## config.mk

```make
export PLATFORM = sky130hd
export DESIGN_NAME = pixel_false_color_or_invert
export DESIGN_NICKNAME = d
export VERILOG_FILES = /design/src/rtl/pfc_pkg.sv /design/src/rtl/pfc_scale.sv /design/src/rtl/pixel_false_color_or_invert.sv
export SDC_FILE = /design/constraint.sdc
export NUM_CORES = 1
export LEC_CHECK = 0
export ABC_AREA = 0
export CAP_MARGIN = 20
export CORE_ASPECT_RATIO = 1.2
export CORE_MARGIN = 2
export CORE_UTILIZATION = 47
export DETAILED_ROUTE_END_ITERATION = 8
export DONT_BUFFER_PORTS = 1
export PLACE_DENSITY = 0.67
export SETUP_SLACK_MARGIN = 0.15
export SYNTH_ARGS = -nofsm -noshare
export SYNTH_HDL_FRONTEND = slang
export SYNTH_SLANG_ARGS = --single-unit
```

## constraint.sdc

```tcl
create_clock -name clk -period 9.8 [get_ports clk]
set_input_delay 1.96 -clock clk [delete_from_list [all_inputs] [get_ports clk]]
set_output_delay 1.96 -clock clk [all_outputs]
set_load 0.01 [all_outputs]
```

## src/rtl/pfc_pkg.sv

```systemverilog
// Package for the pixel false-color / invert block.
// Widths and fixed-point constants shared by the top level and the scaler.
`default_nettype none

package pfc_pkg;

  localparam int unsigned PIX_W    = 8;
  localparam int unsigned RAMP_W   = 17;  // Q16 ramp value, at most 94587
  localparam int unsigned SCALED_W = 9;   // (ramp * 255) >> 16, at most 368
  localparam int unsigned A_W      = 18;  // signed Q16 a, -9684..55596

  // Q16 luma weights
  localparam logic [14:0] W_RED   = 15'd19595;
  localparam logic [15:0] W_GREEN = 16'd38470;
  localparam logic [12:0] W_BLUE  = 13'd7471;

  localparam logic signed [A_W-1:0] A_OFFSET = 18'sd55596;
  localparam logic signed [A_W-1:0] THIRD1   = 18'sd21845;
  localparam logic signed [A_W-1:0] THIRD2   = 18'sd43691;

  localparam logic [PIX_W-1:0] PIX_MAX = 8'hFF;

endpackage

`default_nettype wire

```

## src/rtl/pfc_scale.sv

```systemverilog
// Scales a Q16 ramp value by 255: (ramp * 255) >> 16, a 9-bit result of at most 368.
// Depends on pfc_pkg for the ramp and result widths.
`default_nettype none

module pfc_scale (
  input  wire logic [pfc_pkg::RAMP_W-1:0]   ramp,
  output logic      [pfc_pkg::SCALED_W-1:0] scaled
);
  import pfc_pkg::*;

  logic [RAMP_W+7:0] prod;

  // times 255 as shift and subtract
  assign prod   = {ramp, 8'b0} - {8'b0, ramp};
  assign scaled = prod[RAMP_W+7:16];

endmodule

`default_nettype wire

```

## src/rtl/pixel_false_color_or_invert.sv

```systemverilog
// Top level of the pixel false-color / invert block: four-stage pipeline.
// Depends on pfc_pkg and pfc_scale.
//
//  channel | signals                                   | direction
//  --------+-------------------------------------------+----------
//  in      | in_valid, in_ready, mode, red/green/blue_in | into block
//  out     | out_valid, out_ready, red/green/blue_out    | out of block
//
// One pixel per clock sustained while out_ready is high; each beat is registered
// through the weight products at the edge that takes it, then luma and a, then
// ramps, then scale and fold into the output register.
// Each stage holds its own valid bit and advances when the next one is empty
// or moving, so bubbles collapse and a stall on out_ready loses nothing.
// Reset clears the valid bits only; no result appears until a new beat.
`default_nettype none

module pixel_false_color_or_invert (
  input  wire logic                       clk,
  input  wire logic                       rst,
  input  wire logic                       in_valid,
  output logic                            in_ready,
  input  wire logic                       mode,
  input  wire logic [pfc_pkg::PIX_W-1:0]  red_in,
  input  wire logic [pfc_pkg::PIX_W-1:0]  green_in,
  input  wire logic [pfc_pkg::PIX_W-1:0]  blue_in,
  output logic                            out_valid,
  input  wire logic                       out_ready,
  output logic      [pfc_pkg::PIX_W-1:0]  red_out,
  output logic      [pfc_pkg::PIX_W-1:0]  green_out,
  output logic      [pfc_pkg::PIX_W-1:0]  blue_out
);
  import pfc_pkg::*;

  // times three of an 18-bit nonnegative value, known to fit in RAMP_W
  function automatic logic [RAMP_W-1:0] times3(input logic [A_W-1:0] x);
    logic [A_W:0] s;
    s = {x, 1'b0} + {1'b0, x};
    return s[RAMP_W-1:0];
  endfunction

  // triangle ramp of half-width one third around a center
  function automatic logic [RAMP_W-1:0] side_ramp(input logic signed [A_W-1:0] a,
                                                  input logic signed [A_W-1:0] c);
    logic signed [A_W-1:0] d;
    logic signed [A_W-1:0] dabs;
    d    = a - c;
    dabs = d[A_W-1] ? -d : d;
    if (dabs >= THIRD1) begin
      return '0;
    end
    return times3(THIRD1 - dabs);
  endfunction

  // stage valids and advance enables
  logic v1, v2, v3;
  logic adv1, adv2, adv3, adv4;

  assign adv4     = !out_valid || out_ready;
  assign adv3     = !v3 || adv4;
  assign adv2     = !v2 || adv3;
  assign adv1     = !v1 || adv2;
  assign in_ready = adv1;

  // stage 1: weight products, inverted pixel
  logic                     mode1;
  logic [3*PIX_W-1:0]       inv1;
  logic [22:0]              prod_r1;
  logic [23:0]              prod_g1;
  logic [20:0]              prod_b1;

  // stage 2: a
  logic                     mode2;
  logic [3*PIX_W-1:0]       inv2;
  logic signed [A_W-1:0]    a2;

  // stage 3: ramps
  logic                     mode3;
  logic [3*PIX_W-1:0]       inv3;
  logic [RAMP_W-1:0]        ramp_r3, ramp_g3, ramp_b3;

  // combinational values between stages
  logic [23:0]              sum2;
  logic signed [A_W-1:0]    a_next;
  logic [RAMP_W-1:0]        ramp_r_next;
  logic [SCALED_W-1:0]      sc_r, sc_g, sc_b;
  logic signed [SCALED_W+1:0] fold_r;
  logic [PIX_W-1:0]         map_r;

  always_ff @(posedge clk) begin
    if (rst) begin
      v1 <= 1'b0;
      v2 <= 1'b0;
      v3 <= 1'b0;
      out_valid <= 1'b0;
    end else begin
      if (adv1) v1 <= in_valid;
      if (adv2) v2 <= v1;
      if (adv3) v3 <= v2;
      if (adv4) out_valid <= v3;
    end
  end

  always_ff @(posedge clk) begin
    if (adv1) begin
      mode1   <= mode;
      inv1    <= {PIX_MAX - red_in, PIX_MAX - green_in, PIX_MAX - blue_in};
      prod_r1 <= {15'b0, red_in} * {8'b0, W_RED};
      prod_g1 <= {16'b0, green_in} * {8'b0, W_GREEN};
      prod_b1 <= {13'b0, blue_in} * {8'b0, W_BLUE};
    end
  end

  assign sum2   = {1'b0, prod_r1} + prod_g1 + {3'b0, prod_b1};
  assign a_next = A_OFFSET - $signed({2'b0, sum2[23:8]});

  always_ff @(posedge clk) begin
    if (adv2) begin
      mode2 <= mode1;
      inv2  <= inv1;
      a2    <= a_next;
    end
  end

  always_comb begin
    if (a2 <= THIRD1) begin
      ramp_r_next = times3(THIRD1 - a2);
    end else if (a2 >= THIRD2) begin
      ramp_r_next = times3(a2 - THIRD2);
    end else begin
      ramp_r_next = '0;
    end
  end

  always_ff @(posedge clk) begin
    if (adv3) begin
      mode3   <= mode2;
      inv3    <= inv2;
      ramp_r3 <= ramp_r_next;
      ramp_g3 <= side_ramp(a2, THIRD1);
      ramp_b3 <= side_ramp(a2, THIRD2);
    end
  end

  pfc_scale u_scale_r (.ramp(ramp_r3), .scaled(sc_r));
  pfc_scale u_scale_g (.ramp(ramp_g3), .scaled(sc_g));
  pfc_scale u_scale_b (.ramp(ramp_b3), .scaled(sc_b));

  // fold red above 255 to 510 - 2r, saturating at zero
  always_comb begin
    fold_r = 11'sd510 - $signed({1'b0, sc_r, 1'b0});
    if (sc_r > SCALED_W'(PIX_MAX)) begin
      map_r = fold_r[SCALED_W+1] ? '0 : fold_r[PIX_W-1:0];
    end else begin
      map_r = sc_r[PIX_W-1:0];
    end
  end

  always_ff @(posedge clk) begin
    if (adv4) begin
      if (mode3) begin
        red_out   <= inv3[3*PIX_W-1:2*PIX_W];
        green_out <= inv3[2*PIX_W-1:PIX_W];
        blue_out  <= inv3[PIX_W-1:0];
      end else begin
        red_out   <= map_r;
        green_out <= sc_g[PIX_W-1:0];
        blue_out  <= sc_b[PIX_W-1:0];
      end
    end
  end

endmodule

`default_nettype wire

```

==> reports/metrics.cfg <==
[status]
outcome = finished, final reports clean

[finish]
final_cell_area_mm2 = 0.0232
drive_above_1_share_pct = 5.58
postLayoutCoreUtil_pct = 50.9
fill_cells = 4114
syn_to_final_growth_pct = 7.71
layout.nets = 2534
multi_input_area_mm2 = 0.0133
antenna-diode-count = 0
regArea_mm2 = 0.00711

[yosys]
yosysWarnings = 0
synth_edf_count = 234
netlist.area_leader.share_pct = 32.6
yosysMostFrequentCell = ha_1
syn_area_mm2 = 0.0216
synth_nets = 2532
async_flop_share_pct = 0
yosys-top-cells-count = ha_1, inv_1, edfxtp_1
syn_area_per_cell_um2 = 10.2
ys_seq_area_share_pct = 33.0
synth-seq-cells = 238
synth_ff_type = edfxtp_1
synth_area_leaders = edfxtp_1, ha_1, fa_1
ys_types = 95
yosysTopAreaCell = edfxtp_1
synthCells = 2109

[clock_network]
clockBufferDepth = 3
cts.sinks = 238
cts-hold-fix-buffers = 0
insertion_delay_ns = 0.56
cts_buffers = 26
cts.reportedPaths.clkPinSlew_ns = 0.06
ctsHtreeMaxLevel = 1
cts-root-buf = clkbuf_16
post_cts_buffers = 0
post_cts_resized = 0
cts_tree = done

[timing]
rsz0062_at_grt = no
min_period_ns = 6.31
worst_slew_pin_slew_ns = 1.07
tns_ns = 0
fin_crit_sh_pct = 64.4
hold_viol = 0
fin_skew_ns = 0.0386
maxSlewViolCount = 0
maxSlewHeadroom_pct = 28.9
setup_violations = 0
fmax_ghz = 0.159

[global_routing]
grt_use_total_pct = 19.5
grt_max_degree = 77
grt_pass1_wl_mm = 74.2
antenna_found_initial = 0
overflow = 0
grt_pass1_vias = 15200

[drt]
vias_per_cell = 5.42
postRouteWirelength_mm = 45.2
vias = 14900
drtAntennaViolNets = 0
wire_per_inst_um = 16.5
drc = 0
dr.first_iter.drc_count = 691
dr.pass1.iters = 5

[floorplanning]
die_x_um = 200
die_h_um = 239
start_util_pct = 47.3
fp-row-count = 86
dieArea_mm2 = 0.0476
core_area_mm2 = 0.0456
io_pins = 55

[critical_path]
path_max_fanout = 6
critical_path_required_ns = 10.10
startpoint_type = primary input
crit_type = primary input to flip-flop
critPathMaxStageDelay_ns = 0.56
crit_path_cell_trace = fa_1 -> fa_1 -> inv_1 -> fa_1 -> inv_1 -> fa_1 -> ha_1 -> a21boi_0 -> o21ai_0 -> a21boi_0 -> o21ai_0 -> a21boi_0 -> o21ai_0 -> a21oi_1 -> o21ai_0 -> a21oi_1 -> mux2i_1 -> nand2_1
worstPathArrival_ns = 6.61
crit_slowest_cell = fa_1
crit_family = adder cells
worstSetupEndpointType = flip-flop
path_buf_inv = 2

[placed_design]
place_congestion = 0.862
dp_hpwl_mm = 36.8
place_area_mm2 = 0.0223
portBuffers = 0

[job]
drv_cap = 0

[min_path]
hold_path.class = flip-flop to flip-flop

worst register-to-register path, stage by stage (launching register included):
cell	delay, ns
edfxtp_1	0.95
ha_1	0.34
a211oi_2	0.13
a2bb2oi_2	0.21
a21oi_2	0.70
nor2_1	0.12
xnor2_1	0.21
ha_1	0.28
or4_1	0.52
nand3_1	0.16
xor2_1	0.12
ha_1	0.29
o41ai_1	0.65
o2111ai_1	0.21
a21o_1	0.23
and2_1	0.18
nor3b_1	0.14
a211oi_1	0.25
xnor2_1	0.15
nor2_1	0.06
through the flow:
step	hold WS [ns]	setup slack, ns	cells
final	0.395	3.49	2747
after global routing	0.422	3.05	2747
after CTS	0.400	3.52	2747
after detailed placement	0.405	2.94	2699
after global placement	0.400	3.11	2698
after floorplan	0.400	3.40	2109
layout by cell type (no fill, tap or decap), types with 8 or more instances in the layout:
| cell type | count |
|---|---|
| and2_1 | 10 |
| o21bai_1 | 27 |
| nand3_1 | 27 |
| edfxtp_1 | 234 |
| o21a_1 | 21 |
| nand2_1 | 111 |
| inv_1 | 256 |
| nor3_1 | 42 |
| nor2b_1 | 19 |
| o211ai_1 | 12 |
| xnor2_1 | 161 |
| fa_1 | 82 |
| or3_1 | 13 |
| a21o_1 | 43 |
| o22ai_1 | 16 |
| clkbuf_16 | 26 |
| and3_1 | 17 |
| xor2_1 | 87 |
| a211oi_1 | 14 |
| nand2b_1 | 11 |
| buf_4 | 9 |
| a31oi_1 | 21 |
| o21ai_1 | 8 |
| nor2_1 | 146 |
| xnor2_2 | 10 |
| nor4_1 | 9 |
| o21ai_0 | 79 |
| ha_1 | 312 |
| a21oi_1 | 124 |
| or2_2 | 10 |
routing by layer:
metal | share of wire, % | up-vias | track usage (%)
met2 | 52 | 206 | 36.1
met3 | 2.6 | 77 | 2.13
met5 | 0 | - | 0
met4 | 4.0 | 0 | 7.50
li1 | - | 7485 | -
met1 | 41 | 7108 | 22.8
cell families (layout without fill, tap and decap cells):
kind of cell | count (synthesis) | count (layout) | share of synthesized area [%]
AO/OA/AOI/OAI | 477 | 477 | 15.1
XOR/XNOR | 262 | 262 | 11.2
adder cells (fa/ha/maj) | 394 | 394 | 25.7
buffers and inverters | 295 | 317 | 5.33
flip-flops | 238 | 238 | 33.0
multiplexers | 5 | 5 | 0.249
AND/OR/NAND/NOR | 438 | 438 | 9.50
state kept, by name, indices dropped and copies added, names as in the netlist, 21 cells and up:
| register | cells |
|---|---|
| inv2 | 24 |
| inv3 | 24 |
| prod_g1 | 23 |
| prod_r1 | 23 |
| inv1 | 24 |
| prod_b1 | 21 |
final cells by class:
class                           count  share of cell area [%]
Clock buffer                       31                    3.01
Tap cell                          616                    3.32
Inverter                          259                    4.19
Sequential cell                   238                    30.6
Clock inverter                     17                    1.12
Timing Repair Buffer               10                   0.409
Multi-Input combinational cell   1576                    57.4
final timing paths:
kind                                to  slack, ns  depth (start not counted)                from
min                 inv2[14]$_DFFE_PP_       0.39                          0  inv1[14]$_DFFE_PP_
max reg2reg  ramp_g3[12]$_SDFFCE_PP0P_       3.64                         19     a2[2]$_DFFE_PP_
max              prod_b1[19]$_DFFE_PP_       3.49                         18          blue_in[5]
min reg2reg         inv2[14]$_DFFE_PP_       0.39                          0  inv1[14]$_DFFE_PP_
Power is not shown: default switching activity piles up to over one toggle a cycle in this logic, so the estimate is an artifact.
